`src/design/sha256_pkg.sv`:
```
// ----------------------------------------------------------------------------
// SHA-256 shared definitions
// Word types, round constants, initial hash values and rotate helper.
// ----------------------------------------------------------------------------
package sha256_pkg;

  typedef logic [31:0] word_t;
  // Working variables a..h, index 0 is a
  typedef word_t [0:7] work_t;

  localparam int unsigned BlockBytes = 64;
  localparam int unsigned LenOffset  = 56;
  localparam logic [7:0]  PadMarker  = 8'h80;

  localparam word_t RoundK [64] = '{
    32'h428a2f98, 32'h71374491, 32'hb5c0fbcf, 32'he9b5dba5,
    32'h3956c25b, 32'h59f111f1, 32'h923f82a4, 32'hab1c5ed5,
    32'hd807aa98, 32'h12835b01, 32'h243185be, 32'h550c7dc3,
    32'h72be5d74, 32'h80deb1fe, 32'h9bdc06a7, 32'hc19bf174,
    32'he49b69c1, 32'hefbe4786, 32'h0fc19dc6, 32'h240ca1cc,
    32'h2de92c6f, 32'h4a7484aa, 32'h5cb0a9dc, 32'h76f988da,
    32'h983e5152, 32'ha831c66d, 32'hb00327c8, 32'hbf597fc7,
    32'hc6e00bf3, 32'hd5a79147, 32'h06ca6351, 32'h14292967,
    32'h27b70a85, 32'h2e1b2138, 32'h4d2c6dfc, 32'h53380d13,
    32'h650a7354, 32'h766a0abb, 32'h81c2c92e, 32'h92722c85,
    32'ha2bfe8a1, 32'ha81a664b, 32'hc24b8b70, 32'hc76c51a3,
    32'hd192e819, 32'hd6990624, 32'hf40e3585, 32'h106aa070,
    32'h19a4c116, 32'h1e376c08, 32'h2748774c, 32'h34b0bcb5,
    32'h391c0cb3, 32'h4ed8aa4a, 32'h5b9cca4f, 32'h682e6ff3,
    32'h748f82ee, 32'h78a5636f, 32'h84c87814, 32'h8cc70208,
    32'h90befffa, 32'ha4506ceb, 32'hbef9a3f7, 32'hc67178f2
  };

  localparam work_t InitHash = '{
    32'h6a09e667, 32'hbb67ae85, 32'h3c6ef372, 32'ha54ff53a,
    32'h510e527f, 32'h9b05688c, 32'h1f83d9ab, 32'h5be0cd19
  };

  function automatic word_t ror(word_t v, int unsigned n);
    return (v >> n) | (v << (32 - n));
  endfunction

endpackage

```
`src/design/sha256_round.sv`:
```
// ----------------------------------------------------------------------------
// SHA-256 round unit
// One compression round and one message schedule step per use.
// ----------------------------------------------------------------------------
module sha256_round
  import sha256_pkg::*;
(
  input  work_t work_i,
  input  word_t k_i,
  input  word_t w0_i,
  input  word_t w1_i,
  input  word_t w9_i,
  input  word_t w14_i,
  output work_t work_o,
  output word_t w_new_o
);

  word_t big_s1, big_s0, ch, maj, t1, t2, sml_s0, sml_s1;

  always_comb begin
    big_s1 = ror(work_i[4], 6) ^ ror(work_i[4], 11) ^ ror(work_i[4], 25);
    ch     = (work_i[4] & work_i[5]) ^ (~work_i[4] & work_i[6]);
    t1     = work_i[7] + big_s1 + ch + k_i + w0_i;
    big_s0 = ror(work_i[0], 2) ^ ror(work_i[0], 13) ^ ror(work_i[0], 22);
    maj    = (work_i[0] & work_i[1]) ^ (work_i[0] & work_i[2]) ^ (work_i[1] & work_i[2]);
    t2     = big_s0 + maj;

    work_o[0] = t1 + t2;
    work_o[1] = work_i[0];
    work_o[2] = work_i[1];
    work_o[3] = work_i[2];
    work_o[4] = work_i[3] + t1;
    work_o[5] = work_i[4];
    work_o[6] = work_i[5];
    work_o[7] = work_i[6];

    // Expand the word needed sixteen rounds ahead
    sml_s0  = ror(w1_i, 7) ^ ror(w1_i, 18) ^ (w1_i >> 3);
    sml_s1  = ror(w14_i, 17) ^ ror(w14_i, 19) ^ (w14_i >> 10);
    w_new_o = w0_i + sml_s0 + w9_i + sml_s1;
  end

endmodule

```
`src/design/sha256_stream_hasher_unit.sv`:
```
// ----------------------------------------------------------------------------
// SHA-256 streaming hasher
// Byte-serial SHA-256 with one shared round unit and in-place padding.
// ----------------------------------------------------------------------------
// Input channel (in_valid_i/in_ready_o): kind_i = 0 carries one message byte
// in data_byte_i, kind_i = 1 finishes the message. Output channel
// (out_valid_o/out_ready_i): eight transactions carry the digest, H0 first,
// word_index_o counts 0..7 and last_o marks the eighth.
// Data bytes stream in back to back while idle. Every 64th byte starts a
// compression: 64 rounds through the single round unit plus one
// feed-forward step, with in_ready_o low throughout. A finish pushes the
// padding bytes (0x80, zeros, 8 length bytes) one per cycle through the
// same byte path, with one or two compressions in between, then offers the
// eight digest words, one per cycle while out_ready_i is high. A stalled
// receiver holds the current word and the block stays busy. After the
// eighth word the chaining words return to the initial hash values and
// in_ready_o rises again. Reset loads the initial hash values and clears
// counts; the block is ready in the first cycle after reset.
// ----------------------------------------------------------------------------
module sha256_stream_hasher_unit
  import sha256_pkg::*;
(
  input  logic        clk_i,
  input  logic        rst_ni,
  input  logic        in_valid_i,
  output logic        in_ready_o,
  input  logic        kind_i,
  input  logic [7:0]  data_byte_i,
  output logic        out_valid_o,
  input  logic        out_ready_i,
  output logic [31:0] digest_word_o,
  output logic [2:0]  word_index_o,
  output logic        last_o
);

  localparam logic [2:0] ST_IDLE = 3'd0;
  localparam logic [2:0] ST_PAD  = 3'd1;
  localparam logic [2:0] ST_COMP = 3'd2;
  localparam logic [2:0] ST_ADD  = 3'd3;
  localparam logic [2:0] ST_OUT  = 3'd4;

  localparam int unsigned BufBits = BlockBytes * 8;

  logic [2:0]         state_q, state_d;
  logic [5:0]         fill_q, fill_d;
  logic [60:0]        cnt_q, cnt_d;
  logic [63:0]        len_q, len_d;
  logic [BufBits-1:0] buf_q, buf_d;
  work_t              work_q, work_d, work_nxt;
  work_t              chain_q, chain_d;
  logic [5:0]         rnd_q, rnd_d;
  logic [2:0]         idx_q, idx_d;
  logic               pad_q, pad_d;
  logic               first_q, first_d;
  logic               lenph_q, lenph_d;
  logic               push;
  logic [7:0]         push_byte;
  word_t              w_new;

  sha256_round u_round (
    .work_i  (work_q),
    .k_i     (RoundK[rnd_q]),
    .w0_i    (buf_q[BufBits-1 -: 32]),
    .w1_i    (buf_q[BufBits-33 -: 32]),
    .w9_i    (buf_q[BufBits-289 -: 32]),
    .w14_i   (buf_q[BufBits-449 -: 32]),
    .work_o  (work_nxt),
    .w_new_o (w_new)
  );

  assign in_ready_o    = (state_q == ST_IDLE);
  assign out_valid_o   = (state_q == ST_OUT);
  assign digest_word_o = chain_q[0];
  assign word_index_o  = idx_q;
  assign last_o        = (idx_q == 3'd7);

  always_comb begin
    state_d   = state_q;
    fill_d    = fill_q;
    cnt_d     = cnt_q;
    len_d     = len_q;
    buf_d     = buf_q;
    work_d    = work_q;
    chain_d   = chain_q;
    rnd_d     = rnd_q;
    idx_d     = idx_q;
    pad_d     = pad_q;
    first_d   = first_q;
    lenph_d   = lenph_q;
    push      = 1'b0;
    push_byte = 8'h00;

    unique case (state_q)
      ST_IDLE: begin
        if (in_valid_i) begin
          if (!kind_i) begin
            push      = 1'b1;
            push_byte = data_byte_i;
            cnt_d     = cnt_q + 61'd1;
          end else begin
            len_d   = {cnt_q, 3'b000};
            pad_d   = 1'b1;
            first_d = 1'b1;
            lenph_d = 1'b0;
            state_d = ST_PAD;
          end
        end
      end
      ST_PAD: begin
        push = 1'b1;
        if (first_q) begin
          push_byte = PadMarker;
          first_d   = 1'b0;
        end else if (fill_q == 6'(LenOffset) || lenph_q) begin
          // Length goes out most significant byte first
          push_byte = len_q[63:56];
          len_d     = {len_q[55:0], 8'h00};
          lenph_d   = 1'b1;
        end
      end
      ST_COMP: begin
        work_d = work_nxt;
        buf_d  = {buf_q[BufBits-33:0], w_new};
        rnd_d  = rnd_q + 6'd1;
        if (rnd_q == 6'd63) begin
          state_d = ST_ADD;
        end
      end
      ST_ADD: begin
        for (int i = 0; i < 8; i++) begin
          chain_d[i] = chain_q[i] + work_q[i];
        end
        if (!pad_q) begin
          state_d = ST_IDLE;
        end else if (lenph_q) begin
          state_d = ST_OUT;
        end else begin
          state_d = ST_PAD;
        end
      end
      ST_OUT: begin
        if (out_ready_i) begin
          idx_d = idx_q + 3'd1;
          for (int i = 0; i < 7; i++) begin
            chain_d[i] = chain_q[i+1];
          end
          chain_d[7] = chain_q[7];
          if (idx_q == 3'd7) begin
            chain_d = InitHash;
            cnt_d   = '0;
            pad_d   = 1'b0;
            lenph_d = 1'b0;
            state_d = ST_IDLE;
          end
        end
      end
      default: begin
        state_d = ST_IDLE;
      end
    endcase

    // Append one byte; a full block starts the compression
    if (push) begin
      buf_d = {buf_q[BufBits-9:0], push_byte};
      if (fill_q == 6'(BlockBytes - 1)) begin
        fill_d  = '0;
        work_d  = chain_q;
        rnd_d   = '0;
        state_d = ST_COMP;
      end else begin
        fill_d = fill_q + 6'd1;
      end
    end
  end

  always_ff @(posedge clk_i or negedge rst_ni) begin
    if (!rst_ni) begin
      state_q <= ST_IDLE;
      fill_q  <= '0;
      cnt_q   <= '0;
      chain_q <= InitHash;
      rnd_q   <= '0;
      idx_q   <= '0;
      pad_q   <= 1'b0;
      first_q <= 1'b0;
      lenph_q <= 1'b0;
    end else begin
      state_q <= state_d;
      fill_q  <= fill_d;
      cnt_q   <= cnt_d;
      chain_q <= chain_d;
      rnd_q   <= rnd_d;
      idx_q   <= idx_d;
      pad_q   <= pad_d;
      first_q <= first_d;
      lenph_q <= lenph_d;
    end
  end

  always_ff @(posedge clk_i) begin
    len_q  <= len_d;
    buf_q  <= buf_d;
    work_q <= work_d;
  end

  a_rnd_idle: assert property (@(posedge clk_i) disable iff (!rst_ni)
    (state_q != ST_COMP) |-> (rnd_q == 6'd0))
    else $error("round counter not parked outside compression");

  a_finish_pads: assert property (@(posedge clk_i) disable iff (!rst_ni)
    (in_valid_i && in_ready_o && kind_i) |=> (state_q == ST_PAD && first_q))
    else $error("finish did not start padding");

  a_last_reinit: assert property (@(posedge clk_i) disable iff (!rst_ni)
    (out_valid_o && out_ready_i && last_o) |=>
      (in_ready_o && chain_q[0] == InitHash[0] && cnt_q == 61'd0))
    else $error("state not reinitialized after digest");

  a_data_add_idle: assert property (@(posedge clk_i) disable iff (!rst_ni)
    (state_q == ST_ADD && !pad_q) |=> in_ready_o)
    else $error("data block compression did not return to idle");

  a_out_only_padded: assert property (@(posedge clk_i) disable iff (!rst_ni)
    out_valid_o |-> (pad_q && lenph_q && fill_q == 6'd0))
    else $error("digest offered without completed padding");

endmodule
```
`config.mk`:
```
export PLATFORM = sky130hd
export DESIGN_NAME = sha256_stream_hasher_unit
export DESIGN_NICKNAME = d
export VERILOG_FILES = /design/src/design/sha256_pkg.sv /design/src/design/sha256_round.sv /design/src/design/sha256_stream_hasher_unit.sv
export SDC_FILE = /design/constraint.sdc
export NUM_CORES = 2
export LEC_CHECK = 0
export BUFFER_PORTS_ARGS = -buffer_cell sky130_fd_sc_hd__buf_4
export CAP_MARGIN = 20
export CORE_UTILIZATION = 50
export DETAILED_ROUTE_END_ITERATION = 7
export PLACE_DENSITY_LB_ADDON = 0.1
export SYNTH_ARGS = -nofsm -noshare
export SYNTH_HDL_FRONTEND = slang
export SYNTH_SLANG_ARGS = --single-unit
```
`constraint.sdc`:
```
create_clock -name clk_i -period 15 [get_ports clk_i]
set_input_delay 1.5 -clock clk_i [delete_from_list [all_inputs] [get_ports clk_i]]
set_output_delay 1.5 -clock clk_i [all_outputs]
set_load 0.02 [all_outputs]
```
==> impl_metrics.sql <==
INSERT INTO impl_metrics (metric_group, metric, value, unit) VALUES
('status', 'run_status', 'complete, no violations', ''),
('cts', 'cts-root-to-sink-buffers', '3', ''),
('yosys', 'mappedNetlistArea', '0.0771', 'mm^2'),
('yosys', 'mean_area_per_synthesized_cell', '8.71', 'um^2'),
('detailed_routing', 'ant_nets', '0', ''),
('yosys', 'post_synth_num_cell_types', '100', ''),
('critical_path', 'crit_path_max_fanout', '20', ''),
('floorplan', 'die_area', '0.156', 'mm^2'),
('cts', 'holdBufCountCts', '0', ''),
('critical_path', 'crit_path_end_kind', 'flop', ''),
('sta', 'worstMarginPinSlew', '1.14', 'ns'),
('detailed_routing', 'route.detailed.vias_per_inst', '5.97', ''),
('yosys', 'synth-main-ff-cell', 'sky130_fd_sc_hd__edfxtp_1', ''),
('cts', 'cts_inserted_buffers', '140', ''),
('floorplan', 'start_util', '50.6', '%'),
('yosys', 'synthDominantCellAreaShare', '22.3', '%'),
('critical_path', 'cp_num_cells', '31', ''),
('placed_design', 'port_buffers', '50', ''),
('critical_path', 'reg2reg_depth', '31', ''),
('critical_path', 'timing.reg2reg.setup_slack', '5.30', 'ns'),
('critical_path', 'worst-path-buf-inv', '4', ''),
('floorplan', 'coreArea', '0.152', 'mm^2'),
('global_routing', 'grt_pass1_vias', '61182', ''),
('detailed_routing', 'route.detailed.wl_per_inst', '23.7', 'um'),
('layout', 'n_fill_cell', '14064', ''),
('critical_path', 'timing.rr.end', 'work_q[255]', ''),
('floorplan', 'floorplan.io_pins', '51', ''),
('run', 'maxCapViolations', '0', ''),
('global_routing', 'grt_overflow', '0', ''),
('layout', 'final_layout_size_suffix_gt1_share', '7.03', '%'),
('critical_path', 'worst_ep_arrival_time', '10.35', 'ns'),
('detailed_routing', 'initialDrtViolationCount', '6734', ''),
('cts', 'htreeDepth', '4', ''),
('layout', 'total_area_of_multi_input_combinational_cells', '0.0423', 'mm^2'),
('layout', 'sequential_cell_area', '0.0310', 'mm^2'),
('layout', 'syn2layout_area_growth', '8.09', '%'),
('critical_path', 'worst_path_dominant_cell_family', 'compound AO/OA/AOI/OAI gates', ''),
('yosys', 'post_synth_inst_count', '8858', ''),
('min_path', 'worstHoldPathType', 'flop to flop', ''),
('placed_design', 'dp_hpwl', '181000', 'um'),
('min_path', 'hold-path-cell-count', '2', ''),
('placed_design', 'globalplace.congestion', '0.955', ''),
('sta', 'timing.final.crit_share', '64.7', '%'),
('yosys', 'synth_top_area_cell', 'sky130_fd_sc_hd__edfxtp_1', ''),
('sta', 'timing.final.hold_violations', '0', ''),
('cts', 'cts_tree', 'yes', ''),
('detailed_routing', 'drc_violations_left', '0', ''),
('sta', 'final-setup-viol-count', '0', ''),
('yosys', 'synthArstFlopShare', '29.0', '%'),
('sta', 'slew_violations', '0', ''),
('sta', 'setup_total_neg_slack', '0', 'ns'),
('global_routing', 'grt_start_max_net_pins', '180', ''),
('critical_path', 'startpoint_type', 'flop', ''),
('yosys', 'synth_fp_nets', '9467', ''),
('sta', 'setup_repair_after_global_routing_missed_its_margin', 'no', ''),
('cts', 'clock_sink_count', '1167', ''),
('critical_path', 'crit-reg2reg-launch', 'rnd_q[0]', ''),
('sta', 'timing.final.crit_period', '9.70', 'ns'),
('floorplan', 'floorplan.die.height', '395', 'um'),
('detailed_routing', 'wirelength', '254000', 'um'),
('floorplan', 'placement_rows', '143', ''),
('cts', 'clockRootBuffer', 'sky130_fd_sc_hd__clkbuf_16', ''),
('cts', 'clock_latency', '0.80', 'ns'),
('global_routing', 'number_of_antenna_violations_at_the_first_check_in_global_routing', '4', ''),
('cts', 'clk_transition_reported_paths', '0.06', 'ns'),
('detailed_routing', 'drt_pass1_iterations', '6', ''),
('yosys', 'yosys_warnings', '0', ''),
('critical_path', 'cpMostUsedCell', 'sky130_fd_sc_hd__o21ai_0', ''),
('cts', 'post_cts_resize_count', '0', ''),
('critical_path', 'critical_path_class', 'flop to flop', ''),
('layout', 'fin_nets', '9199', '');
cell families (layout without fill, tap and decap cells):
group | Yosys count | in the layout | share of synthesized area, %
other cells | 0 | 2 | 0
compound gates | 2166 | 2166 | 17.4
xor+xnor | 602 | 602 | 6.85
fa+ha+maj | 599 | 599 | 11.6
simple gates | 3176 | 3176 | 17.2
flops | 1167 | 1167 | 40.1
mux | 109 | 109 | 1.60
buf+inv | 1039 | 888 | 5.22
state kept, by name, indices dropped and copies added, names as in the netlist, 6 cells and up:
| name | count |
|---|---|
| digest_word_o | 32 |
| chain_q | 224 |
| work_q | 256 |
| cnt_q | 61 |
| len_q | 61 |
| fill_q | 6 |
| buf_q | 512 |
| rnd_q | 6 |
per-stage QoR:
stage / area, um^2 / worst slack, ns / utilization (%) / cells / hold slack (ns)
2_1_floorplan: 77100 / 0.599 / - / 8858 / 0.452
3_3_place_gp: 78700 / 5.54 / 51.6 / 10477 / 0.466
3_5_place_dp: 78700 / 5.50 / 51.6 / 10478 / 0.472
4_1_cts: 83400 / 5.49 / 54.7 / 10737 / 0.480
5_1_grt: 83400 / 4.88 / 54.7 / 10737 / 0.515
6_report: 83400 / 5.30 / 54.7 / 10739 / 0.484
cell type report:
| cell class | count | share of cell area (%) |
|---|---|---|
| tap | 2030 | 3.05 |
| timing repair buffer | 139 | 1.33 |
| clock buffer | 204 | 4.83 |
| inverter | 490 | 2.22 |
| clock inverter | 55 | 0.738 |
| multi-input combinational | 6652 | 50.7 |
| sequential | 1167 | 37.1 |
| antenna | 2 | 0.00600 |
worst register-to-register path, delay by kind of cell, from the launching register on:
kind / cells / cell delay [ns]
flops: 1 / 0.87
simple gates: 6 / 1.31
buf+inv: 4 / 0.61
mux: 1 / 0.52
fa+ha+maj: 5 / 2.74
compound gates: 13 / 3.13
xor+xnor: 2 / 0.39
how the worst min path moves through the flow:
stage,startpoint,endpoint,slack (ns)
after floorplan,digest_word_o[13],digest_word_o[13],0.45
after global placement,digest_word_o[13],digest_word_o[13],0.47
after detailed placement,chain_q[164],chain_q[164],0.47
after CTS,chain_q[164],chain_q[164],0.48
after global routing,digest_word_o[13],digest_word_o[13],0.51
final,chain_q[164],chain_q[164],0.48
routing by layer:
metal / up-vias / part of all wire (%) / track usage, %
met5: - / 0 / 0
met4: 0 / 4.3 / 12.9
met3: 429 / 7.8 / 4.86
met2: 2577 / 43 / 47.5
met1: 31043 / 45 / 46.9
li1: 30036 / - / -
cells in the final DEF (no fill, tap or decap), drive strengths merged, types with 22 or more instances in the layout:
| cell type | Yosys | final |
|---|---|---|
| nor3 | 87 | 87 |
| a21oi | 539 | 539 |
| o21a | 64 | 64 |
| nand3 | 101 | 101 |
| clkbuf | 477 | 204 |
| clkinv | 2 | 43 |
| o31ai | 38 | 38 |
| o311ai | 22 | 22 |
| dfstp | 136 | 136 |
| a31oi | 113 | 113 |
| dfxtp | 256 | 256 |
| edfxtp | 573 | 573 |
| inv | 488 | 495 |
| a22oi | 33 | 33 |
| ha | 401 | 401 |
| nor2 | 844 | 844 |
| or3 | 63 | 63 |
| xor2 | 254 | 254 |
| a221oi | 38 | 38 |
| o22ai | 259 | 259 |
| mux2i | 41 | 41 |
| dfrtp | 202 | 202 |
| mux2 | 63 | 63 |
| o21ai | 568 | 568 |
| and3 | 68 | 68 |
| and2 | 23 | 23 |
| xnor2 | 347 | 347 |
| fa | 195 | 195 |
| nand4 | 31 | 31 |
| nand2 | 1744 | 1744 |
| buf | 72 | 139 |
| o21bai | 56 | 56 |
| nand2b | 79 | 79 |
| a211oi | 53 | 53 |
| nor2b | 70 | 70 |
| o211ai | 40 | 40 |
| a21o | 182 | 182 |
cell usage after synthesis, drive strengths merged (16+ instances only):
library cell	count
o22ai	259
xor2	254
dfxtp	256
and3	68
nor3	87
nand2b	79
dfrtp	202
or3	63
mux2i	41
buf	72
and2	23
xnor2	347
ha	401
mux2	63
a211oi	53
nor2b	70
a211o	16
o21bai	56
edfxtp	573
nand3	101
nor2	844
fa	195
a21oi	539
inv	488
o311ai	22
a31oi	113
o211ai	40
nand4	31
o21a	64
o31ai	38
a22oi	33
a221oi	38
o21ai	568
clkbuf	477
dfstp	136
nand2	1744
a21o	182
Power is not shown: default switching activity piles up to over one toggle a cycle in this logic, so the estimate is an artifact.
